**config.mk**
```make
export PLATFORM = sky130hd
export DESIGN_NAME = ack_retransmit_queue
export DESIGN_NICKNAME = d
export VERILOG_FILES = /design/src/arq_pkg.sv /design/src/ack_retransmit_queue.sv
export SDC_FILE = /design/constraint.sdc
export NUM_CORES = 2
export LEC_CHECK = 0
export BUFFER_PORTS_ARGS = -buffer_cell sky130_fd_sc_hd__buf_2
export CORE_ASPECT_RATIO = 0.75
export CORE_MARGIN = 2
export CORE_UTILIZATION = 30
export CTS_CLUSTER_SIZE = 12
export DETAILED_ROUTE_END_ITERATION = 6
export RECOVER_POWER = 50
export REMOVE_ABC_BUFFERS = 1
export SLEW_MARGIN = 15
export SYNTH_ARGS = -nofsm -noshare
export SYNTH_HDL_FRONTEND = slang
export SYNTH_SLANG_ARGS = --single-unit
```
**constraint.sdc**
```tcl
create_clock -name clk_i -period 12.91 [get_ports clk_i]
set_input_delay 1.291 -clock clk_i [delete_from_list [all_inputs] [get_ports clk_i]]
set_output_delay 1.291 -clock clk_i [all_outputs]
set_load 0.01 [all_outputs]
```
**src/arq_pkg.sv**
```systemverilog
`timescale 1ns / 1ps
package arq_pkg;
  localparam int QueueSlots = 32;
  localparam int Players = 8;
  localparam int SlotW = $clog2(QueueSlots);

  typedef enum logic [1:0] {
    REQ_ADD = 2'd0,
    REQ_ACK = 2'd1,
    REQ_SWEEP = 2'd2,
    REQ_CLEAR = 2'd3
  } req_e;

  typedef enum logic [2:0] {
    ST_STORED = 3'd0,
    ST_DROPPED = 3'd1,
    ST_FULL = 3'd2,
    ST_ACKED = 3'd3,
    ST_IGNORED = 3'd4,
    ST_RESEND = 3'd5,
    ST_IDLE = 3'd6,
    ST_CLEARED = 3'd7
  } status_e;

  typedef enum logic [2:0] {
    REG_LOCAL = 3'd0,
    REG_PCOUNT = 3'd1,
    REG_ENABLE = 3'd2,
    REG_SHORT = 3'd3,
    REG_INTERVAL = 3'd4,
    REG_EXPIRY = 3'd5,
    REG_MAXRES = 3'd6
  } reg_e;

  typedef struct packed {
    logic [31:0] pnum;
    logic [31:0] first;
    logic [31:0] lastt;
    logic [Players-1:0] acks;
  } entry_t;
endpackage

```
**src/ack_retransmit_queue.sv**
```systemverilog
`timescale 1ns / 1ps
// Retransmit queue for urgent packets sent to up to eight players. Each item
// is an add, an ack, a sweep tick or a clear. Slot state lives in one
// 32-entry synchronous RAM (packet number, first and last send time, ack
// bits) with a used bit per slot in flip-flops. Adds, acks and sweeps walk
// the slots in order, each slot visited being read, then evaluated and
// written back; an add stops at the first free slot and an ack stops at its
// first match. A clear is answered straight from idle: dropping the used bits
// suffices, as a free slot's data is never used before it is rewritten.
// A sweep answers one item per resend (at most max_resends, clamped to 1..5)
// or one idle item; every other request answers one item. During a sweep each
// resend is held back until the next one is found or the scan ends, so that
// the final resend can carry last; if the scan stops on a resend, that one is
// released from a separate flush state. Results sit in an output register;
// the scan holds while that register is full and not taken.
module ack_retransmit_queue (
  input  logic                        clk_i,
  input  logic                        rst_ni,
  input  logic                        in_valid_i,
  output logic                        in_ready_o,
  input  logic [1:0]                  req_type_i,
  input  logic                        urgent_i,
  input  logic signed [31:0]          packet_number_i,
  input  logic signed [31:0]          now_time_i,
  input  logic [7:0]                  connected_mask_i,
  input  logic [2:0]                  ack_sender_i,
  input  logic [7:0]                  ack_receiver_i,
  input  logic                        cfg_valid_i,
  output logic                        cfg_ready_o,
  input  logic [2:0]                  cfg_index_i,
  input  logic [30:0]                 cfg_data_i,
  output logic                        out_valid_o,
  input  logic                        out_ready_i,
  output logic [2:0]                  status_o,
  output logic [4:0]                  slot_o,
  output logic signed [31:0]          packet_number_out_o,
  output logic [7:0]                  target_mask_o,
  output logic                        last_o
);
  import arq_pkg::*;

  typedef enum logic [1:0] {S_IDLE, S_READ, S_EVAL, S_FLUSH} state_e;

  // Configuration registers.
  logic [2:0]  local_q;
  logic [3:0]  pcount_q;
  logic        enable_q, short_q;
  logic [30:0] interval_q, expiry_q;
  logic [2:0]  maxres_q;

  assign cfg_ready_o = 1'b1;

  always_ff @(posedge clk_i or negedge rst_ni) begin
    if (!rst_ni) begin
      local_q <= '0;
      pcount_q <= 4'd1;
      enable_q <= 1'b1;
      short_q <= 1'b0;
      interval_q <= 31'd65536;
      expiry_q <= 31'd983040;
      maxres_q <= 3'd5;
    end else if (cfg_valid_i) begin
      case (cfg_index_i)
        REG_LOCAL:    local_q <= cfg_data_i[2:0];
        REG_PCOUNT:   pcount_q <= cfg_data_i[3:0];
        REG_ENABLE:   enable_q <= cfg_data_i[0];
        REG_SHORT:    short_q <= cfg_data_i[0];
        REG_INTERVAL: interval_q <= cfg_data_i;
        REG_EXPIRY:   expiry_q <= cfg_data_i;
        REG_MAXRES:   maxres_q <= cfg_data_i[2:0];
        default: ;
      endcase
    end
  end

  // Slot RAM, one read and one write port.
  entry_t mem_q [QueueSlots];
  entry_t rd_q;
  logic we;
  logic [SlotW-1:0] wa;
  entry_t wd;

  logic [QueueSlots-1:0] used_q, used_d;

  state_e state_q, state_d;
  logic [1:0] req_q, req_d;
  logic [31:0] pnum_q, pnum_d, now_q, now_d;
  logic [7:0] conn_q, conn_d;
  logic [2:0] sender_q, sender_d;
  logic [SlotW-1:0] idx_q, idx_d;
  logic [2:0] count_q, count_d;
  logic ov_q, ov_d;
  logic [2:0] st_q, st_d;
  logic [4:0] slot_q, slot_d;
  logic [31:0] pout_q, pout_d;
  logic [7:0] tgt_q, tgt_d;
  logic last_q, last_d;
  // Resend waiting until it is known whether it is the final one.
  logic hold_q, hold_d;
  logic [4:0] hslot_q, hslot_d;
  logic [31:0] hpnum_q, hpnum_d;
  logic [7:0] htgt_q, htgt_d;

  always_ff @(posedge clk_i) begin
    if (we) mem_q[wa] <= wd;
    rd_q <= mem_q[idx_q];
  end

  // Sweep derived values.
  logic [3:0] pc_sat;
  logic [2:0] limit;
  logic [7:0] check, remote;
  always_comb begin
    pc_sat = (pcount_q > 4'd8) ? 4'd8 : pcount_q;
    limit = (maxres_q == 3'd0) ? 3'd1 : ((maxres_q > 3'd5) ? 3'd5 : maxres_q);
    check = 8'((9'd1 << pc_sat) - 9'd1);
    remote = check & ~(8'd1 << local_q);
  end

  logic signed [33:0] now_s, first_s, last_s, expiry_s, interval_s;
  logic expire, due, pending;
  logic [7:0] acks_new;
  assign now_s = 34'(signed'(now_q));
  assign first_s = 34'(signed'(rd_q.first));
  assign last_s = 34'(signed'(rd_q.lastt));
  assign expiry_s = signed'({3'b000, expiry_q});
  assign interval_s = signed'({3'b000, interval_q});
  assign pending = ((~rd_q.acks) & conn_q & remote) != 8'd0;
  assign expire = !pending || (first_s + expiry_s <= now_s) || (now_s < first_s);
  assign due = (last_s + interval_s <= now_s) || (now_s < last_s);
  assign acks_new = rd_q.acks | ((~conn_q) & check);

  logic out_free;
  assign out_free = !ov_q || out_ready_i;
  assign in_ready_o = (state_q == S_IDLE) && out_free;
  assign out_valid_o = ov_q;
  assign status_o = st_q;
  assign slot_o = slot_q;
  assign packet_number_out_o = pout_q;
  assign target_mask_o = tgt_q;
  assign last_o = last_q;

  logic at_end;
  assign at_end = (idx_q == SlotW'(QueueSlots - 1));

  always_comb begin
    state_d = state_q; req_d = req_q; pnum_d = pnum_q; now_d = now_q;
    conn_d = conn_q; sender_d = sender_q; idx_d = idx_q; count_d = count_q;
    used_d = used_q;
    ov_d = ov_q && !out_ready_i;
    st_d = st_q; slot_d = slot_q; pout_d = pout_q; tgt_d = tgt_q; last_d = last_q;
    hold_d = hold_q; hslot_d = hslot_q; hpnum_d = hpnum_q; htgt_d = htgt_q;
    we = 1'b0; wa = idx_q; wd = rd_q;
    case (state_q)
      S_IDLE: begin
        if (in_valid_i && in_ready_o) begin
          req_d = req_type_i; pnum_d = packet_number_i; now_d = now_time_i;
          conn_d = connected_mask_i; sender_d = ack_sender_i;
          idx_d = '0; count_d = '0; hold_d = 1'b0;
          ov_d = 1'b1; slot_d = '0; pout_d = '0; tgt_d = '0; last_d = 1'b1;
          case (req_type_i)
            REQ_ADD: begin
              if (!enable_q || !urgent_i) begin
                st_d = ST_DROPPED;
              end else begin
                ov_d = 1'b0;
                state_d = S_READ;
              end
            end
            REQ_ACK: begin
              if (ack_receiver_i == {5'd0, local_q}) begin
                ov_d = 1'b0;
                state_d = S_READ;
              end else begin
                st_d = ST_IGNORED;
              end
            end
            REQ_SWEEP: begin
              ov_d = 1'b0;
              state_d = S_READ;
            end
            default: begin
              used_d = '0;
              st_d = ST_CLEARED;
            end
          endcase
        end
      end
      S_READ: state_d = S_EVAL;
      S_EVAL: begin
        // rd_q holds entry idx_q here.
        if (out_free) begin
          logic fin, flush;
          fin = 1'b0;
          flush = 1'b0;
          case (req_q)
            REQ_ADD: begin
              if (!used_q[idx_q]) begin
                used_d[idx_q] = 1'b1;
                we = 1'b1;
                wd.pnum = pnum_q; wd.first = now_q; wd.lastt = now_q;
                wd.acks = ~conn_q;
                ov_d = 1'b1; st_d = ST_STORED; slot_d = 5'(idx_q);
                pout_d = pnum_q; tgt_d = '0; last_d = 1'b1;
                fin = 1'b1;
              end else if (at_end) begin
                ov_d = 1'b1; st_d = ST_FULL; slot_d = '0; pout_d = '0;
                tgt_d = '0; last_d = 1'b1;
                fin = 1'b1;
              end
            end
            REQ_ACK: begin
              if (used_q[idx_q] && rd_q.pnum == pnum_q) begin
                we = 1'b1;
                wd.acks = rd_q.acks | (8'd1 << sender_q);
                ov_d = 1'b1; st_d = ST_ACKED; slot_d = 5'(idx_q);
                pout_d = pnum_q; tgt_d = '0; last_d = 1'b1;
                fin = 1'b1;
              end else if (at_end) begin
                ov_d = 1'b1; st_d = ST_IGNORED; slot_d = '0; pout_d = '0;
                tgt_d = '0; last_d = 1'b1;
                fin = 1'b1;
              end
            end
            default: begin
              logic sent;
              sent = 1'b0;
              if (used_q[idx_q]) begin
                if (expire) begin
                  used_d[idx_q] = 1'b0;
                end else if (due) begin
                  sent = 1'b1;
                  we = 1'b1;
                  wd.lastt = now_q;
                  wd.acks = acks_new;
                  count_d = count_q + 3'd1;
                  // Release the previous resend, not last; hold the new one.
                  if (hold_q) begin
                    ov_d = 1'b1; st_d = ST_RESEND; slot_d = hslot_q;
                    pout_d = hpnum_q; tgt_d = htgt_q; last_d = 1'b0;
                  end
                  hold_d = 1'b1; hslot_d = 5'(idx_q); hpnum_d = rd_q.pnum;
                  htgt_d = short_q ? (conn_q & remote) : (~acks_new & conn_q & remote);
                end
              end
              if (sent && (at_end || (count_q + 3'd1 >= limit))) begin
                flush = 1'b1;
              end else if (at_end) begin
                fin = 1'b1;
                ov_d = 1'b1; last_d = 1'b1;
                if (hold_q) begin
                  st_d = ST_RESEND; slot_d = hslot_q; pout_d = hpnum_q;
                  tgt_d = htgt_q; hold_d = 1'b0;
                end else begin
                  st_d = ST_IDLE; slot_d = '0; pout_d = '0; tgt_d = '0;
                end
              end
            end
          endcase
          if (flush) begin
            state_d = S_FLUSH;
          end else if (fin) begin
            state_d = S_IDLE;
          end else begin
            idx_d = idx_q + 1'b1;
            state_d = S_READ;
          end
        end
      end
      S_FLUSH: begin
        // Send the held resend as the final item of the sweep.
        if (out_free) begin
          ov_d = 1'b1; st_d = ST_RESEND; slot_d = hslot_q; pout_d = hpnum_q;
          tgt_d = htgt_q; last_d = 1'b1; hold_d = 1'b0;
          state_d = S_IDLE;
        end
      end
      default: state_d = S_IDLE;
    endcase
  end

  always_ff @(posedge clk_i or negedge rst_ni) begin
    if (!rst_ni) begin
      state_q <= S_IDLE;
      used_q <= '0;
      ov_q <= 1'b0;
      idx_q <= '0;
      count_q <= '0;
      req_q <= '0;
      hold_q <= 1'b0;
    end else begin
      state_q <= state_d;
      used_q <= used_d;
      ov_q <= ov_d;
      idx_q <= idx_d;
      count_q <= count_d;
      req_q <= req_d;
      hold_q <= hold_d;
    end
  end

  always_ff @(posedge clk_i) begin
    pnum_q <= pnum_d; now_q <= now_d; conn_q <= conn_d; sender_q <= sender_d;
    st_q <= st_d; slot_q <= slot_d; pout_q <= pout_d; tgt_q <= tgt_d;
    last_q <= last_d;
    hslot_q <= hslot_d; hpnum_q <= hpnum_d; htgt_q <= htgt_d;
  end

`ifndef NO_ASSERTIONS
  a_ready_idle: assert property (@(posedge clk_i) disable iff (!rst_ni)
    in_ready_o |-> state_q == S_IDLE) else $error("ready outside idle");
  a_count_lim: assert property (@(posedge clk_i) disable iff (!rst_ni)
    count_q <= 3'd5) else $error("resend count overflow");
  a_clear: assert property (@(posedge clk_i) disable iff (!rst_ni)
    (in_valid_i && in_ready_o && req_type_i == REQ_CLEAR) |=> used_q == '0)
    else $error("clear left used slots");
  a_flush_hold: assert property (@(posedge clk_i) disable iff (!rst_ni)
    state_q == S_FLUSH |-> hold_q) else $error("flush without held resend");
`endif
endmodule
```
==> qor.yml <==
timing:
  final_max_slew_viol_count: 1422
  max-slew-margin-rel: -1.98
  whs_ns: 0.485
  worst_pin_slew_ns: 4.47
  finalCritPeriodShare: 0.790
  fmax_mhz: 98.0
  setup_viol: 0
  final.setup.tns_ns: 0
  fin_crit_ns: 10.20
  rsz0062_at_grt: "false"
  hold_viol_final: 0
  fin_skew_ns: 0.0732
grt:
  grt_pass1_wl_um: 595000
  overflow: 0
  grt_max_degree: 132
  antenna_found_initial: 33
  first_global_vias: 76300
  grt_usage: 0.167
setup_path:
  arrival_ns: 10.72
  path_common_cell: "clkbuf_1"
  startpoint_type: "register"
  worst_ep_required_time_ns: 13.43
  r2r_end: "mem_q[17][51]"
  cpPeakStageDelay_ns: 2.40
  cp_slowest_cell: "clkbuf_1"
  path_cells: "clkbuf_1 -> and3_1 -> nor4_1 -> o21ai_2 -> nand4_1 -> clkbuf_1 -> or2_0 -> a21o_2 -> buf_4 -> nor2_1 -> clkbuf_1"
  path_class: "reg2reg"
  reg2reg_depth: 11
  worst_setup_path_end_kind: "register"
  path_max_fanout: 35
  reg2reg_from: "idx_q[0]"
  r2r_slack_ns: 2.71
routing:
  vias: 76900
  drtIter0Drc: 10100
  first_pass_iters: 6
  route.detailed.drc: 0
  routed_wl_um: 425000
  vias_per_cell: 5.33
  ant_nets: 0
  wl_per_cell_um: 29.5
placed_design:
  dp_hpwl_um: 240000
  place_congestion: 0.882
  io_buffers: 175
min_path:
  hold-path-endpoint: "pnum_q[7]"
  whs_path_depth: 1
  hold_class: "in2reg"
  worstHoldStart: "packet_number_i[7]"
clocking:
  cts_tree: "yes"
  hold_buffers: 0
  clk_latency_ns: 0.98
  numClockSinks: 3721
  root_buffer: "clkbuf_16"
  clock_path_buffers: 4
  htree_levels: 5
  cts-resized-gates: 0
  post-cts-setup-buffer-count: 0
  cts_made_buffers: 372
  clk_pin_slew_ns: 0.06
pwr:
  p_leak_nw: 51.8
  power.density_nw_per_um2: 220
  vdd_drop_max_mv: 0.151
synthesis:
  ys.flop_type: "edfxtp_1"
  synth_edf_count: 3497
  ys_warn_count: 0
  ys_seq_area_frac: 0.752
  async_flop_share: 0.0322
  netlist_instances: 7295
  syn_area_per_cell_sq_um: 20.1
  synth_area_sq_um: 146000
  synth_cell_types: 81
  yosys_register_bits: 3721
final_layout:
  layout.nets: 7973
  utilization: 0.344
  area_delta_synth_final_pct: 14.4
  drive_gt1_frac: 0.216
die:
  die_h_um: 609
  core_area_sq_um: 487000
  ioPinCount: 177
  die_area_sq_um: 494000
  fp-row-count: 222
  die_w_um: 811
  start_util: 0.301
run_status:
  violations: "capacitance limit, slew limit"
  status: "finished with violations"
job:
  cap_violations: 41
-- through the flow --
step	power [mW]	cells	worst slack [ns]	instance area, sq um
finish	36.8	14400	2.71	167000
global route	38.3	14400	1.99	167000
CTS	37.0	14400	3.99	168000
detailed placement	26.8	13800	4.00	156000
global placement	26.5	13800	4.04	156000
floorplan	26.5	6911	-29.58	145000
-- power by group --
group | internal (mW) | total (mW) | switching (mW)
clock network | 5.63 | 10.2 | 4.60
logic | 3.31 | 9.83 | 6.53
registers | 16.1 | 16.7 | 0.648
total | 25.0 | 36.8 | 11.8
-- logic make-up (layout without fill, tap and decap cells) --
kind of cell               after synthesis  in the layout  share of synthesized area
AOI/OAI and AO/OA                     1103           1103                     0.0507
xor gates and xnor gates                91             91                    0.00544
adders and majority gates              202            202                     0.0174
buffers and inverters                  522           1142                     0.0137
DFF                                   3721           3721                      0.752
muxes                                  958            958                      0.138
other                                    1             10                  0.0000256
and+or+nand+nor                        697            697                     0.0232
-- cells in the final DEF (no fill, tap or decap), types with 17 or more instances in the layout --
master,instances
a21o_1,47
a21oi_1,200
a22oi_1,416
a2bb2oi_1,18
a31oi_1,26
buf_12,34
buf_2,100
buf_4,100
clkbuf_1,292
clkbuf_16,372
clkbuf_8,20
clkinv_1,28
clkinv_16,17
clkinv_2,20
dfrtp_1,110
dfxtp_1,104
edfxtp_1,3497
ha_1,200
inv_1,135
mux2_2,80
mux2i_4,24
mux4_2,835
nand2_1,271
nand2b_1,20
nand3_1,27
nand4_1,135
nor2_1,94
nor2_4,22
nor2b_1,23
nor3_1,20
o21a_1,23
o21ai_0,191
o2bb2ai_1,27
xnor2_1,41
xor2_1,50
-- Yosys cell counts (15+ instances only) --
library cell | n | area, sq um
mux4_2 | 835 | 18800
mux2i_1 | 43 | 430
nor2_1 | 116 | 435
a21oi_1 | 200 | 1000
dfrtp_1 | 111 | 2780
a22oi_1 | 416 | 3120
buf_1 | 116 | 435
nand2_1 | 272 | 1020
inv_1 | 136 | 510
a31oi_1 | 26 | 163
nor2b_1 | 23 | 144
clkbuf_1 | 254 | 953
nand2b_1 | 21 | 131
ha_1 | 200 | 2500
o21ai_0 | 201 | 1010
nand4_1 | 135 | 845
xor2_1 | 50 | 438
o21a_1 | 23 | 173
o2bb2ai_1 | 27 | 236
a21o_1 | 48 | 360
nand3_1 | 27 | 135
mux2_2 | 80 | 901
o211ai_1 | 15 | 113
nor3_1 | 24 | 120
dfxtp_1 | 104 | 2080
a2bb2oi_1 | 18 | 158
xnor2_1 | 41 | 359
edfxtp_1 | 3497 | 105000
-- routing by layer --
layer,vias up,GRT usage,share of wire
li1,31100,-,-
met1,41400,0.235,0.42
met2,3697,0.269,0.47
met3,661,0.0229,0.075
met4,6,0.0516,0.035
met5,-,0,0.00011
-- registers in the layout, summed over array words and instances, names as in the netlist, 31 cells and up --
name and flops:
expiry_q 31, first_s 32, hpnum_q 32, interval_q 31
last_s 32, mem_q 3328, now_q 32, packet_number_out_o 32
pnum_q 32, rd_q 40, used_q 32
-- worst max-delay path, delay by kind of cell (launching register included) --
| family | cells | cell delay, ns |
|---|---|---|
| DFF | 1 | 1.80 |
| and+or+nand+nor | 5 | 1.83 |
| AOI/OAI and AO/OA | 2 | 1.05 |
| buffers and inverters | 4 | 4.94 |
-- cell type report --
cell class | instances | area (sq um)
Multi-Input combinational cell | 3052 | 34900
Clock buffer | 559 | 10200
Inverter | 138 | 519
Clock inverter | 84 | 1120
Timing Repair Buffer | 361 | 2410
Fill cell | 45100 | 319000
Tap cell | 6496 | 8130
Sequential cell | 3721 | 110000
Antenna cell | 9 | 22.5
-- worst max path at each step --
| stage | startpoint | to | slack (ns) | cells after the start |
|---|---|---|---|---|
| 3_3_place_gp | expiry_q[1] | mem_q[14][37] | 4.04 | 24 |
| 4_1_cts | expiry_q[1] | mem_q[15][30] | 3.99 | 24 |
| 3_5_place_dp | expiry_q[1] | mem_q[21][30] | 4.00 | 24 |
| 2_1_floorplan | idx_q[0] | mem_q[7][0] | -29.58 | 8 |
| 6_report | idx_q[0] | mem_q[17][51] | 2.71 | 11 |
| 5_1_grt | idx_q[0] | rd_q[96] | 1.99 | 7 |
Power figures use the tool's default switching activity.
